## src/hw/rtl/ldcf_pkg.sv

```systemverilog
// ============================================================================
// ldcf_pkg
// Shared types, codes and constants of the LED driver chain framer.
// ============================================================================
package ldcf_pkg;

    localparam int MAX_CHAIN_DEF = 8;

    typedef enum logic [3:0] {
        CMD_WRITE_DIGIT  = 4'd0,
        CMD_CLEAR_DIGIT  = 4'd1,
        CMD_INIT_DEV     = 4'd2,
        CMD_ENABLE_DEV   = 4'd3,
        CMD_DISABLE_DEV  = 4'd4,
        CMD_DEV_ALL_ON   = 4'd5,
        CMD_DEV_ALL_OFF  = 4'd6,
        CMD_INIT_ALL     = 4'd7,
        CMD_ENABLE_ALL   = 4'd8,
        CMD_DISABLE_ALL  = 4'd9,
        CMD_TEST_ON      = 4'd10,
        CMD_TEST_OFF     = 4'd11
    } cmd_t;

    localparam logic [3:0] REG_NOOP      = 4'h0;
    localparam logic [3:0] REG_DECODE    = 4'h9;
    localparam logic [3:0] REG_INTENSITY = 4'hA;
    localparam logic [3:0] REG_SCANLIM   = 4'hB;
    localparam logic [3:0] REG_SHUTDOWN  = 4'hC;
    localparam logic [3:0] REG_TEST      = 4'hF;

    localparam logic [7:0] DIGIT_LO    = 8'd1;
    localparam logic [7:0] DIGIT_HI    = 8'd8;
    localparam logic [7:0] ALL_ON_BYTE = 8'hFF;

    localparam logic [2:0] ST_OK           = 3'd0;
    localparam logic [2:0] ST_DEV_BEYOND   = 3'd1;
    localparam logic [2:0] ST_DEV_ZERO     = 3'd2;
    localparam logic [2:0] ST_DIGIT_HIGH   = 3'd3;
    localparam logic [2:0] ST_DIGIT_LOW    = 3'd4;

    localparam logic [3:0] CFG_CHAIN_LENGTH = 4'd0;
    localparam logic [3:0] CFG_DECODE_MODE  = 4'd1;
    localparam logic [3:0] CFG_INTENSITY    = 4'd2;
    localparam logic [3:0] CFG_SCAN_LIMIT   = 4'd3;

    typedef logic [4:0] step_t;

    localparam step_t STEP_FETCH         = 5'd0;
    localparam step_t STEP_STATUS        = 5'd1;
    localparam step_t STEP_WRITE_DIGIT   = 5'd2;
    localparam step_t STEP_CLEAR_DIGIT   = 5'd3;
    localparam step_t STEP_INIT_DEV      = 5'd4;
    localparam step_t STEP_INIT_DEV_INT  = 5'd5;
    localparam step_t STEP_INIT_DEV_SCAN = 5'd6;
    localparam step_t STEP_INIT_ALL      = 5'd7;
    localparam step_t STEP_INIT_ALL_INT  = 5'd8;
    localparam step_t STEP_INIT_ALL_SCAN = 5'd9;
    localparam step_t STEP_ENABLE_DEV    = 5'd10;
    localparam step_t STEP_DISABLE_DEV   = 5'd11;
    localparam step_t STEP_DEV_ALL_ON    = 5'd12;
    localparam step_t STEP_DEV_ALL_OFF   = 5'd13;
    localparam step_t STEP_ENABLE_ALL    = 5'd14;
    localparam step_t STEP_DISABLE_ALL   = 5'd15;
    localparam step_t STEP_TEST_ON       = 5'd16;
    localparam step_t STEP_TEST_OFF      = 5'd17;

    typedef enum logic [1:0] {
        UOP_FETCH,
        UOP_STATUS,
        UOP_FRAME
    } uop_t;

    typedef enum logic [1:0] {
        ASRC_DIGIT_IN,
        ASRC_DIGIT_CNT,
        ASRC_CONST
    } addr_src_t;

    typedef enum logic [2:0] {
        DSRC_SEGMENT,
        DSRC_ZERO,
        DSRC_ONE,
        DSRC_ALL_ON,
        DSRC_DECODE,
        DSRC_INTENSITY,
        DSRC_SCAN_LIMIT
    } data_src_t;

    typedef enum logic {
        COND_NONE,
        COND_DIGIT_LOOP
    } cond_t;

    typedef struct packed {
        uop_t       uop;
        addr_src_t  asrc;
        logic [3:0] aconst;
        data_src_t  dsrc;
        logic       bcast;
        logic       last;
        cond_t      cond;
        step_t      next_step;
    } ucode_t;

    typedef struct packed {
        ucode_t uw;
        logic   load;
        logic   issue;
    } ctl_t;

    typedef struct packed {
        logic       slot_free;
        logic       frame_last;
        logic       digit_last;
        logic [2:0] status;
    } dp_stat_t;

endpackage

```

## src/hw/rtl/led_driver_chain_framer.sv

```systemverilog
// ============================================================================
// led_driver_chain_framer
// Turns one command for a daisy chain of LED driver chips into chain words.
// ============================================================================
// One command is taken at a time. A rejected command gives its single status
// result through the status step and then the output register; otherwise
// the block emits F frames of N words, one word per cycle while the output
// is not stalled, farthest device first, where N is the effective chain
// length and F is 1, 3 (init) or 8 (device all on/off). A new command is
// taken only once the last word of the previous one has been issued to
// the output register. Command codes 12 to 15 are dropped with no result.
// Write configuration only while the block is idle.
module led_driver_chain_framer
    import ldcf_pkg::*;
#(
    parameter int MAX_CHAIN = MAX_CHAIN_DEF
)
(
    input  logic       clk,
    input  logic       rst_n,
    input  logic       in_valid,
    output logic       in_stall,
    input  logic [3:0] command,
    input  logic [7:0] target_device,
    input  logic [7:0] digit_index,
    input  logic [7:0] segment_data,
    output logic       out_valid,
    input  logic       out_stall,
    output logic [3:0] register_address,
    output logic [7:0] register_data,
    output logic       frame_end,
    output logic       command_end,
    output logic [2:0] status,
    input  logic       cfg_valid,
    output logic       cfg_ready,
    input  logic [3:0] cfg_index,
    input  logic [7:0] cfg_data
);

    logic [3:0] chain_length_reg;
    logic [7:0] decode_mode_reg;
    logic [3:0] intensity_reg;
    logic [2:0] scan_limit_reg;
    ctl_t       ctl;
    dp_stat_t   stat;

    assign cfg_ready = 1'b1;

    always_ff @(posedge clk or negedge rst_n)
    begin
        if (!rst_n)
        begin
            chain_length_reg <= 4'd1;
            decode_mode_reg  <= 8'd0;
            intensity_reg    <= 4'd0;
            scan_limit_reg   <= 3'd7;
        end
        else if (cfg_valid && cfg_ready)
        begin
            case (cfg_index)
                CFG_CHAIN_LENGTH: chain_length_reg <= cfg_data[3:0];
                CFG_DECODE_MODE:  decode_mode_reg  <= cfg_data;
                CFG_INTENSITY:    intensity_reg    <= cfg_data[3:0];
                CFG_SCAN_LIMIT:   scan_limit_reg   <= cfg_data[2:0];
                default:          ;
            endcase
        end
    end

    ldcf_sequencer u_seq (
        .clk      (clk),
        .rst_n    (rst_n),
        .in_valid (in_valid),
        .in_stall (in_stall),
        .command  (command),
        .stat     (stat),
        .ctl      (ctl)
    );

    ldcf_datapath #(
        .MAX_CHAIN (MAX_CHAIN)
    ) u_dp (
        .clk               (clk),
        .rst_n             (rst_n),
        .ctl               (ctl),
        .stat              (stat),
        .command           (command),
        .target_device     (target_device),
        .digit_index       (digit_index),
        .segment_data      (segment_data),
        .chain_length      (chain_length_reg),
        .decode_mode_value (decode_mode_reg),
        .intensity_value   (intensity_reg),
        .scan_limit_value  (scan_limit_reg),
        .out_valid         (out_valid),
        .out_stall         (out_stall),
        .register_address  (register_address),
        .register_data     (register_data),
        .frame_end         (frame_end),
        .command_end       (command_end),
        .status            (status)
    );

`ifndef SYNTH
    a_idle_after_command_end: assert property (@(posedge clk) disable iff (!rst_n)
        out_valid && !in_stall |-> command_end)
        else $error("new command taken while a command is still being emitted");

    a_status_result_shape: assert property (@(posedge clk) disable iff (!rst_n)
        out_valid && (status != ST_OK) |->
            command_end && !frame_end && (register_address == REG_NOOP))
        else $error("status result is not a lone no-op word");

    a_issue_only_when_free: assert property (@(posedge clk) disable iff (!rst_n)
        ctl.issue |-> !out_valid || !out_stall)
        else $error("word issued over a stalled output register");
`endif

endmodule

```

## src/hw/rtl/ldcf_ucode_rom.sv

```systemverilog
// ============================================================================
// ldcf_ucode_rom
// Microprogram store: one control word per sequencer step.
// ============================================================================
module ldcf_ucode_rom
    import ldcf_pkg::*;
(
    input  step_t  step,
    output ucode_t uword
);

    function automatic ucode_t frame_word(addr_src_t asrc, logic [3:0] aconst,
                                          data_src_t dsrc, logic bcast,
                                          logic last, cond_t cond,
                                          step_t next_step);
        ucode_t w;
        w.uop       = UOP_FRAME;
        w.asrc      = asrc;
        w.aconst    = aconst;
        w.dsrc      = dsrc;
        w.bcast     = bcast;
        w.last      = last;
        w.cond      = cond;
        w.next_step = next_step;
        return w;
    endfunction

    always_comb
    begin
        uword = '{uop: UOP_FETCH, asrc: ASRC_CONST, aconst: REG_NOOP, dsrc: DSRC_ZERO,
                  bcast: 1'b0, last: 1'b1, cond: COND_NONE, next_step: STEP_FETCH};
        case (step)
            STEP_STATUS:
                uword.uop = UOP_STATUS;
            STEP_WRITE_DIGIT:
                uword = frame_word(ASRC_DIGIT_IN, REG_NOOP, DSRC_SEGMENT, 1'b0, 1'b1,
                                   COND_NONE, STEP_FETCH);
            STEP_CLEAR_DIGIT:
                uword = frame_word(ASRC_DIGIT_IN, REG_NOOP, DSRC_ZERO, 1'b0, 1'b1,
                                   COND_NONE, STEP_FETCH);
            STEP_INIT_DEV:
                uword = frame_word(ASRC_CONST, REG_DECODE, DSRC_DECODE, 1'b0, 1'b0,
                                   COND_NONE, STEP_INIT_DEV_INT);
            STEP_INIT_DEV_INT:
                uword = frame_word(ASRC_CONST, REG_INTENSITY, DSRC_INTENSITY, 1'b0, 1'b0,
                                   COND_NONE, STEP_INIT_DEV_SCAN);
            STEP_INIT_DEV_SCAN:
                uword = frame_word(ASRC_CONST, REG_SCANLIM, DSRC_SCAN_LIMIT, 1'b0, 1'b1,
                                   COND_NONE, STEP_FETCH);
            STEP_INIT_ALL:
                uword = frame_word(ASRC_CONST, REG_DECODE, DSRC_DECODE, 1'b1, 1'b0,
                                   COND_NONE, STEP_INIT_ALL_INT);
            STEP_INIT_ALL_INT:
                uword = frame_word(ASRC_CONST, REG_INTENSITY, DSRC_INTENSITY, 1'b1, 1'b0,
                                   COND_NONE, STEP_INIT_ALL_SCAN);
            STEP_INIT_ALL_SCAN:
                uword = frame_word(ASRC_CONST, REG_SCANLIM, DSRC_SCAN_LIMIT, 1'b1, 1'b1,
                                   COND_NONE, STEP_FETCH);
            STEP_ENABLE_DEV:
                uword = frame_word(ASRC_CONST, REG_SHUTDOWN, DSRC_ONE, 1'b0, 1'b1,
                                   COND_NONE, STEP_FETCH);
            STEP_DISABLE_DEV:
                uword = frame_word(ASRC_CONST, REG_SHUTDOWN, DSRC_ZERO, 1'b0, 1'b1,
                                   COND_NONE, STEP_FETCH);
            STEP_DEV_ALL_ON:
                uword = frame_word(ASRC_DIGIT_CNT, REG_NOOP, DSRC_ALL_ON, 1'b0, 1'b1,
                                   COND_DIGIT_LOOP, STEP_DEV_ALL_ON);
            STEP_DEV_ALL_OFF:
                uword = frame_word(ASRC_DIGIT_CNT, REG_NOOP, DSRC_ZERO, 1'b0, 1'b1,
                                   COND_DIGIT_LOOP, STEP_DEV_ALL_OFF);
            STEP_ENABLE_ALL:
                uword = frame_word(ASRC_CONST, REG_SHUTDOWN, DSRC_ONE, 1'b1, 1'b1,
                                   COND_NONE, STEP_FETCH);
            STEP_DISABLE_ALL:
                uword = frame_word(ASRC_CONST, REG_SHUTDOWN, DSRC_ZERO, 1'b1, 1'b1,
                                   COND_NONE, STEP_FETCH);
            STEP_TEST_ON:
                uword = frame_word(ASRC_CONST, REG_TEST, DSRC_ONE, 1'b1, 1'b1,
                                   COND_NONE, STEP_FETCH);
            STEP_TEST_OFF:
                uword = frame_word(ASRC_CONST, REG_TEST, DSRC_ZERO, 1'b1, 1'b1,
                                   COND_NONE, STEP_FETCH);
            default:
                uword.uop = UOP_FETCH;
        endcase
    end

endmodule

```

## src/hw/rtl/ldcf_sequencer.sv

```systemverilog
// ============================================================================
// ldcf_sequencer
// Step counter with command dispatch and conditional jumps over the microprogram.
// ============================================================================
module ldcf_sequencer
    import ldcf_pkg::*;
(
    input  logic       clk,
    input  logic       rst_n,
    input  logic       in_valid,
    output logic       in_stall,
    input  logic [3:0] command,
    input  dp_stat_t   stat,
    output ctl_t       ctl
);

    step_t  step_reg;
    step_t  step_next;
    ucode_t uw;
    logic   accept;

    function automatic step_t dispatch(logic [3:0] cmd);
        step_t s;
        case (cmd_t'(cmd))
            CMD_WRITE_DIGIT: s = STEP_WRITE_DIGIT;
            CMD_CLEAR_DIGIT: s = STEP_CLEAR_DIGIT;
            CMD_INIT_DEV:    s = STEP_INIT_DEV;
            CMD_ENABLE_DEV:  s = STEP_ENABLE_DEV;
            CMD_DISABLE_DEV: s = STEP_DISABLE_DEV;
            CMD_DEV_ALL_ON:  s = STEP_DEV_ALL_ON;
            CMD_DEV_ALL_OFF: s = STEP_DEV_ALL_OFF;
            CMD_INIT_ALL:    s = STEP_INIT_ALL;
            CMD_ENABLE_ALL:  s = STEP_ENABLE_ALL;
            CMD_DISABLE_ALL: s = STEP_DISABLE_ALL;
            CMD_TEST_ON:     s = STEP_TEST_ON;
            CMD_TEST_OFF:    s = STEP_TEST_OFF;
            default:         s = STEP_FETCH;
        endcase
        return s;
    endfunction

    ldcf_ucode_rom u_rom (
        .step  (step_reg),
        .uword (uw)
    );

    always_comb
    begin
        accept    = in_valid && (uw.uop == UOP_FETCH);
        in_stall  = (uw.uop != UOP_FETCH);
        ctl.uw    = uw;
        ctl.load  = accept;
        ctl.issue = ((uw.uop == UOP_STATUS) || (uw.uop == UOP_FRAME)) && stat.slot_free;
    end

    always_comb
    begin
        step_next = step_reg;
        case (uw.uop)
            UOP_FETCH:
            begin
                if (accept)
                begin
                    if (stat.status != ST_OK)
                        step_next = STEP_STATUS;
                    else
                        step_next = dispatch(command);
                end
            end
            UOP_STATUS:
            begin
                if (stat.slot_free)
                    step_next = STEP_FETCH;
            end
            UOP_FRAME:
            begin
                if (stat.slot_free && stat.frame_last)
                begin
                    if ((uw.cond == COND_DIGIT_LOOP) && !stat.digit_last)
                        step_next = uw.next_step;
                    else if (uw.last)
                        step_next = STEP_FETCH;
                    else
                        step_next = uw.next_step;
                end
            end
            default:
                step_next = STEP_FETCH;
        endcase
    end

    always_ff @(posedge clk or negedge rst_n)
    begin
        if (!rst_n)
            step_reg <= STEP_FETCH;
        else
            step_reg <= step_next;
    end

endmodule

```

## src/hw/rtl/ldcf_datapath.sv

```systemverilog
// ============================================================================
// ldcf_datapath
// Command checks, device and digit counters, word select and output register.
// ============================================================================
module ldcf_datapath
    import ldcf_pkg::*;
#(
    parameter int MAX_CHAIN = MAX_CHAIN_DEF
)
(
    input  logic       clk,
    input  logic       rst_n,
    input  ctl_t       ctl,
    output dp_stat_t   stat,
    input  logic [3:0] command,
    input  logic [7:0] target_device,
    input  logic [7:0] digit_index,
    input  logic [7:0] segment_data,
    input  logic [3:0] chain_length,
    input  logic [7:0] decode_mode_value,
    input  logic [3:0] intensity_value,
    input  logic [2:0] scan_limit_value,
    output logic       out_valid,
    input  logic       out_stall,
    output logic [3:0] register_address,
    output logic [7:0] register_data,
    output logic       frame_end,
    output logic       command_end,
    output logic [2:0] status
);

    localparam int         CNT_W  = $clog2(MAX_CHAIN + 1);
    localparam logic [3:0] MAX_CL = 4'(MAX_CHAIN);

    logic [CNT_W-1:0] n_eff;
    logic [2:0]       chk_status;
    logic [7:0]       dev_reg;
    logic [3:0]       digit_reg;
    logic [7:0]       seg_reg;
    logic [2:0]       status_reg;
    logic [CNT_W-1:0] dev_cnt_reg;
    logic [CNT_W-1:0] dev_cnt_next;
    logic [3:0]       digit_cnt_reg;
    logic [3:0]       digit_cnt_next;
    logic             out_valid_reg;
    logic             out_valid_next;
    logic [3:0]       addr_reg;
    logic [7:0]       data_reg;
    logic             fend_reg;
    logic             cend_reg;
    logic [2:0]       ostat_reg;
    logic             hit;
    logic             frame_last;
    logic             digit_last;
    logic             more_digits;
    logic [3:0]       sel_addr;
    logic [7:0]       sel_data;

    always_comb
    begin
        if (chain_length == 4'd0)
            n_eff = CNT_W'(1);
        else if (chain_length > MAX_CL)
            n_eff = CNT_W'(MAX_CHAIN);
        else
            n_eff = CNT_W'(chain_length);
    end

    always_comb
    begin
        chk_status = ST_OK;
        if (command inside {CMD_WRITE_DIGIT, CMD_CLEAR_DIGIT})
        begin
            if (digit_index > DIGIT_HI)
                chk_status = ST_DIGIT_HIGH;
            else if (digit_index < DIGIT_LO)
                chk_status = ST_DIGIT_LOW;
        end
        if ((chk_status == ST_OK) && (command <= CMD_DEV_ALL_OFF))
        begin
            if (target_device > 8'(n_eff))
                chk_status = ST_DEV_BEYOND;
            else if (target_device == 8'd0)
                chk_status = ST_DEV_ZERO;
        end
    end

    always_comb
    begin
        frame_last  = (dev_cnt_reg == CNT_W'(1));
        digit_last  = (digit_cnt_reg == DIGIT_HI[3:0]);
        more_digits = (ctl.uw.cond == COND_DIGIT_LOOP) && !digit_last;
        hit         = ctl.uw.bcast || (8'(dev_cnt_reg) == dev_reg);

        case (ctl.uw.asrc)
            ASRC_DIGIT_IN:  sel_addr = digit_reg;
            ASRC_DIGIT_CNT: sel_addr = digit_cnt_reg;
            ASRC_CONST:     sel_addr = ctl.uw.aconst;
            default:        sel_addr = REG_NOOP;
        endcase

        case (ctl.uw.dsrc)
            DSRC_SEGMENT:    sel_data = seg_reg;
            DSRC_ZERO:       sel_data = 8'd0;
            DSRC_ONE:        sel_data = 8'd1;
            DSRC_ALL_ON:     sel_data = ALL_ON_BYTE;
            DSRC_DECODE:     sel_data = decode_mode_value;
            DSRC_INTENSITY:  sel_data = 8'(intensity_value);
            DSRC_SCAN_LIMIT: sel_data = 8'(scan_limit_value);
            default:         sel_data = 8'd0;
        endcase

        stat.slot_free  = !out_valid_reg || !out_stall;
        stat.frame_last = frame_last;
        stat.digit_last = digit_last;
        stat.status     = chk_status;
    end

    always_comb
    begin
        dev_cnt_next   = dev_cnt_reg;
        digit_cnt_next = digit_cnt_reg;
        out_valid_next = out_valid_reg && out_stall;
        if (ctl.load)
        begin
            dev_cnt_next   = n_eff;
            digit_cnt_next = DIGIT_LO[3:0];
        end
        else if (ctl.issue && (ctl.uw.uop == UOP_FRAME))
        begin
            if (frame_last)
            begin
                dev_cnt_next = n_eff;
                if (more_digits)
                    digit_cnt_next = digit_cnt_reg + 4'd1;
            end
            else
            begin
                dev_cnt_next = dev_cnt_reg - CNT_W'(1);
            end
        end
        if (ctl.issue)
            out_valid_next = 1'b1;
    end

    always_ff @(posedge clk or negedge rst_n)
    begin
        if (!rst_n)
        begin
            dev_cnt_reg   <= CNT_W'(1);
            digit_cnt_reg <= DIGIT_LO[3:0];
            out_valid_reg <= 1'b0;
        end
        else
        begin
            dev_cnt_reg   <= dev_cnt_next;
            digit_cnt_reg <= digit_cnt_next;
            out_valid_reg <= out_valid_next;
        end
    end

    always_ff @(posedge clk)
    begin
        if (ctl.load)
        begin
            dev_reg    <= target_device;
            digit_reg  <= digit_index[3:0];
            seg_reg    <= segment_data;
            status_reg <= chk_status;
        end
        if (ctl.issue)
        begin
            if (ctl.uw.uop == UOP_STATUS)
            begin
                addr_reg  <= REG_NOOP;
                data_reg  <= 8'd0;
                fend_reg  <= 1'b0;
                cend_reg  <= 1'b1;
                ostat_reg <= status_reg;
            end
            else
            begin
                addr_reg  <= hit ? sel_addr : REG_NOOP;
                data_reg  <= hit ? sel_data : 8'd0;
                fend_reg  <= frame_last;
                cend_reg  <= frame_last && ctl.uw.last && !more_digits;
                ostat_reg <= ST_OK;
            end
        end
    end

    assign out_valid        = out_valid_reg;
    assign register_address = addr_reg;
    assign register_data    = data_reg;
    assign frame_end        = fend_reg;
    assign command_end      = cend_reg;
    assign status           = ostat_reg;

endmodule
```

## config.mk

```make
export PLATFORM = sky130hd
export DESIGN_NAME = led_driver_chain_framer
export DESIGN_NICKNAME = d
export VERILOG_FILES = /design/src/hw/rtl/ldcf_pkg.sv /design/src/hw/rtl/led_driver_chain_framer.sv /design/src/hw/rtl/ldcf_ucode_rom.sv /design/src/hw/rtl/ldcf_sequencer.sv /design/src/hw/rtl/ldcf_datapath.sv
export SDC_FILE = /design/constraint.sdc
export NUM_CORES = 1
export LEC_CHECK = 0
export ABC_AREA = 0
export BUFFER_PORTS_ARGS = -buffer_cell sky130_fd_sc_hd__buf_2
export CORE_UTILIZATION = 30
export CTS_CLUSTER_SIZE = 25
export DETAILED_ROUTE_END_ITERATION = 8
export GPL_TIMING_DRIVEN = 0
export PLACE_DENSITY = 0.56
export SETUP_SLACK_MARGIN = 0.5
export SYNTH_ARGS = -nofsm -noshare
export SYNTH_HDL_FRONTEND = slang
export SYNTH_SLANG_ARGS = --single-unit
export TNS_END_PERCENT = 5
```

## constraint.sdc

```tcl
create_clock -name clk -period 4.82 [get_ports clk]
set_clock_uncertainty 0.2 [all_clocks]
set_input_delay 0 -clock clk [delete_from_list [all_inputs] [get_ports clk]]
set_output_delay 0 -clock clk [all_outputs]
set_load 0.02 [all_outputs]
```

==> Word level (Yosys, flattened, before mapping) <==
Memories as Yosys holds them, arrays and structs flattened.
Index checks and enable logic that the tools add are counted.
{ "word_totals": {"regBits": 73, "in_bits": 45, "rom_bits": 80, "elab_cells": 127, "mem_count": 1, "out_inout_bits": 20} }
{ "mem_list": {"columns": ["memory", "words", "width", "rd", "rd_clocked_by_memory_dff", "wr", "line_no", "source"], "rows": [
  ["(no name shown)", 16, 5, 1, 0, 0, "ldcf_sequencer.sv:24", "case (cmd_t'(cmd))"]
]} }
{ "classes": {"n_mux": 27, "order_cmp": 5, "reduce_logical": 38, "add_sub_neg": 2, "eq_ne": 36, "n_bitwise": 1} }
{ "op_table": {"columns": ["op", "count"], "rows": [
  ["case mux 17 bit (16 select lines)", 1],
  ["case mux 8 bit (6 select lines)", 1],
  ["equality test 5 x 4 -> 1 bit (second input constant)", 8],
  ["two-way mux 4 bit", 9],
  ["two-way mux 5 bit", 6],
  ["equality test 5 x 3 -> 1 bit (second input constant)", 4],
  ["two-way mux 3 bit", 6],
  ["OR reduction 16 bit", 1],
  ["case mux 5 bit (3 select lines)", 1],
  ["equality test 4 x 1 -> 1 bit (second input constant)", 3],
  ["zero test 4 bit", 3],
  ["case mux 4 bit (3 select lines)", 1],
  ["equality test 5 x 2 -> 1 bit (second input constant)", 2],
  ["equality test 5 bit (second input constant)", 2],
  ["nonzero test 2 bit", 5],
  ["equality test 3 bit (second input constant)", 3],
  ["logical AND 1 bit", 9],
  ["equality test 4 x 2 -> 1 bit (second input constant)", 2],
  ["equality test 4 x 8 -> 1 bit", 1],
  ["greater-than comparator 8 x 4 -> 1 bit", 1],
  ["greater-than comparator 8 x 4 -> 1 bit (second input constant)", 1],
  ["zero test 8 bit", 1],
  ["less-than comparator 8 x 1 -> 1 bit (second input constant)", 1],
  ["AND reduction 2 bit", 4],
  ["other kinds (21)", 33]
]} }

==> Depth between registers and ports, before layout <==
{ "depth": {"depth_word": 11, "depth_mapped": 11, "mapped_depth_nobuf": 10} }

==> Hierarchy <==
From an unflattened synthesis, not the netlist that was laid out.
{ "unflattened": {"hier_cells": 379, "hier_area_um2": 4176.5} }
{ "by_module_without_submodules": {"columns": ["mod", "cells_per_inst", "instances", "seq_area_each_um2", "area_per_inst_um2"], "rows": [
  ["ldcf_datapath", 205, 1, 1428.9, 2484.9],
  ["led_driver_chain_framer", 47, 1, 480.5, 760.7],
  ["ldcf_sequencer", 62, 1, 125.1, 530.5],
  ["ldcf_ucode_rom", 65, 1, 0.0, 400.4]
]} }

==> Least setup slack after synthesis <==
No wires, ideal clock.
{ "synth_path": {"path_type": "reg2reg", "startpoint": "register u_seq.step_reg[4]", "endpoint": "register u_dp.digit_cnt_reg[3]", "path_stages_with_launch": 10, "required_time_ps": 4497, "slack_ps": 1209, "synth_period_minus_slack_ps": 3611, "setup_ps": 123, "arrival_ps": 3288, "path_cell_list": "dfrtp_1 > clkbuf_1 > buf_1 > xnor2_1 > ha_1 > a21oi_1 > nand2_1 > o41ai_4 > nand4_1 > mux2i_1"} }
{ "synth_lines": {"columns": ["element", "line_no", "source"], "rows": [
  ["start: declaration", "ldcf_sequencer.sv:17", "step_t step_reg;"],
  ["start signal: assignment", "ldcf_sequencer.sv:97", "step_reg <= step_next;"],
  ["end signal: assignment", "ldcf_datapath.sv:151", "digit_cnt_reg <= DIGIT_LO[3:0];"],
  ["end signal: assignment", "ldcf_datapath.sv:157", "digit_cnt_reg <= digit_cnt_next;"],
  ["end: declaration", "ldcf_datapath.sv:43", "logic [3:0] digit_cnt_reg;"]
]} }

==> metrics.md <==
| Metric | Value |
|---|---|
| Slew @ Worst Pin | `1.01 ns` |
| Total Neg Setup Slack | `0 ns` |
| Clk_lat worst skew | `~0.34 ns` |
| Async SR Flop Fraction | `45.2%` |
| Most common cell after layout, fill and taps aside | `buf_2` |
| Fin area | `5270 um2` |
| H-tree levels | `3` |
| DP HPWL | `around 7.0 mm` |
| Largest net degree at the start of global routing | `34` |
| Mapped cell area | `3980 um2` |
| Synth Area in Simple Gates | `15.2%` |
| Area Growth Syn to Fin | `32.5%` |
| Clock tree buffer depth | `2` |
| Iter 0 DRT Violations | `144` |
| GRT Overall Usage | `15.0%` |
| # clock sinks | `73` |
| WS Path Type | `flop to flop` |
| Clock power share | `22.0%` |
| Vias in the first global route | `3128` |
| Final setup vio count | `0` |
| Post-route clock period utilization | `79.6%` |
| Primary FF master, synth | `edfxtp_1` |
| Vias per inst | `4.90` |
| # port buffers | `61` |
| Comb power frac | `between 40% and 50%` |
| Syn Inst Count | `around 370` |
| Worst-path clk slew | `roughly 0.060 ns` |
| Multi-input logic area | `approximately 1800 um2` |
| Ports | `between 60 and 70` |
| EDFF count, synth | `40` |
| Root buf cell | `clkbuf_16` |
| Fill count | `1231` |
| Pint | `approximately 0.0019 W` |
| CTS Buf Count | `9` |
| Initial Util | `just over 30%` |
| Leakage | `2.14 nW` |
| Final net count | `547` |
| Met2 usage | `between 20% and 30%` |
| HP Class | `input port to flop` |
| Post-CTS setup buffers | `0` |
| Slew HR | `around a third` |
| Worst Path Max Fanout | `24` |
| Share of layout cells above drive strength 1 | `23.5%` |
| Fmax | `261 MHz` |
| # diodes | `0` |
| Hold Fails Final Rpt | `0` |
| Finished Core Util | `41.3%` |
| WP data required | `4.88 ns` |
| Global-route wire length before repair | `~15 mm` |
| Non-Filler Instances | `661` |
| Routed wire length per instance | `between 10 and 15 um` |
| Wirelength, routed | `9.60 mm` |
| First drt pass iteration count | `5` |
| Crit path capture type | `flop` |
| GP Congestion | `0.872` |
| Synth Area in Compound Gates | `15.9%` |
| Max Slew Vio Count | `0` |
| Initial antenna violation count | `0` |
| Antenna-violating nets left | `0` |
| Mean Syn Cell Area | `10.8 um2` |
| Status | `finished clean` |
| Largest family of logic cells by synthesized area | `compound AO/OA/AOI/OAI gates` |
| Row cnt | `41` |
| Cell variety after synth | `62` |
| Synthesized net count | `430` |
| Full die area | `13700 um2` |
| Ys Warns | `0` |
| Area after DPL | `4520 um2` |
| Post-synthesis sequential area ratio | `51.1%` |
| Global route overflow | `0` |
| Final min period | `~3.8 ns` |
| FF+latch area | `~2000 um2` |
| Gr busiest metal | `met2` |
| Most frequent cells in the layout | `63 x buf_2, 44 x dlygate4sd3_1, 40 x edfxtp_1` |
| RSZ-0062 raised after global routing | `false` |
| PwrDens | `594 nW/um2` |
| Die Span Y | `117 um` |
| Crit start category | `flop` |
| Seq pwr share | `34.7%` |
| Core area | `12800 um2` |
| CP arrival | `between 3 and 4 ns` |
| Die Wd | `117 um` |
| Number of remaining DRC errors | `0` |
| Synth Area in Adders | `5.66%` |
| Total number of vias | `3238` |
| VDD IR max | `277 uV` |
| Max Cap Violations | `0` |
| Sw Ratio | `~40%` |
| CTS tree | `done` |
| Placed cell count | `601` |
| M3 GR Usage | `3.45%` |
| Post-synthesis mux area share | `7.20%` |
| FF+latch count, synth | `73` |
| XOR/XNOR Fraction of Synth Area | `1.32%` |
| P_sw | `0.00125 W` |
| Met1 Use GR | `19.0%` |
through the flow:
stage | worst slack, ns | total power, W | hold WS [ns]
after floorplan | 1.21 | 0.00200 | -0.496
after CTS | 0.814 | 0.00315 | 0.00817
final | 0.983 | 0.00313 | 0.0248
after global placement | -0.00634 | 0.00237 | -0.0581
after global routing | 0.718 | 0.00336 | 0.0619
after detailed placement | 0.825 | 0.00241 | -0.0590
final cells by class:
class,instances,area share [%]
Clock buffer,9,4.27
Sequential cell,73,38.6
Buffer,16,1.40
Timing Repair Buffer,106,14.4
Tap cell,172,4.08
Clock inverter,7,1.59
Multi-Input combinational cell,261,34.4
Inverter,17,1.21
critical path: stages, from the launching register on:
cell and delay [ns]:
dfrtp_1 0.41, clkbuf_1 0.36, buf_1 0.44, xnor2_1 0.17
inv_1 0.10, ha_1 0.30, nand2_1 0.34, inv_1 0.85
a21oi_2 0.20, nor3_1 0.24, a21oi_1 0.06, o21ai_0 0.09
power by group through the flow:
| stage | Combinational (W) | Clock (W) | Sequential (W) |
|---|---|---|---|
| floorplan | 0.000816 | 0 | 0.00118 |
| global placement | 0.00127 | 0 | 0.00110 |
| detailed placement | 0.00131 | 0 | 0.00110 |
| CTS | 0.00135 | 0.000706 | 0.00109 |
| global route | 0.00151 | 0.000731 | 0.00112 |
| finish | 0.00136 | 0.000689 | 0.00109 |
metal layers:
layer,routed length [um],vias up,part of all wire [%]
met2,4600,86,48
met5,0,-,0
met4,208,0,2.2
met1,4280,1544,45
met3,508,14,5.3
li1,-,1594,-
cells in the mapped netlist (8+ instances only):
master    instances  area, um2
edfxtp_1         40       1200
o21ai_0          21        105
dfrtp_1          27        676
nor3_1            9       45.0
mux2_2           21        236
clkbuf_1         10       37.5
nor2_1           28        105
nand3_1           8       40.0
nand2_1          33        124
inv_1            17       63.8
a21oi_1          20        100
ha_1             18        225
a22oi_1           8       60.1
cell families (layout without fill, tap and decap cells):
logic type	after synthesis	in the layout
compound gates	91	91
xor+xnor	6	6
fa+ha+maj	18	18
buf+inv	33	155
flops	73	73
mux	26	26
other cells	1	1
simple gates	119	119
worst paths after layout:
| path | startpoint | endpoint | slack (ns) | cells after the start |
|---|---|---|---|---|
| max | u_seq.step_reg[4] | u_dp.dev_cnt_reg[0] | 0.98 | 11 |
| min | cfg_index[2] | chain_length_reg[2] | 0.02 | 5 |
| max reg2reg | u_seq.step_reg[4] | u_dp.dev_cnt_reg[0] | 0.98 | 11 |
| min reg2reg | intensity_reg[1] | intensity_reg[1] | 0.30 | 1 |
| max in group asynchronous | rst_n | u_dp.dev_cnt_reg[3] | 3.83 | 2 |
| min in group asynchronous | rst_n | u_seq.step_reg[3] | 0.07 | 2 |
what timing repair did:
item | CTS | global route
hold endpoints to repair | 78 | 0
hold buffers | 44 | 0
resized for setup | 0 | 1
setup endpoints to repair | 0 | 1
Note: power is estimated with default switching activity, not from simulation.
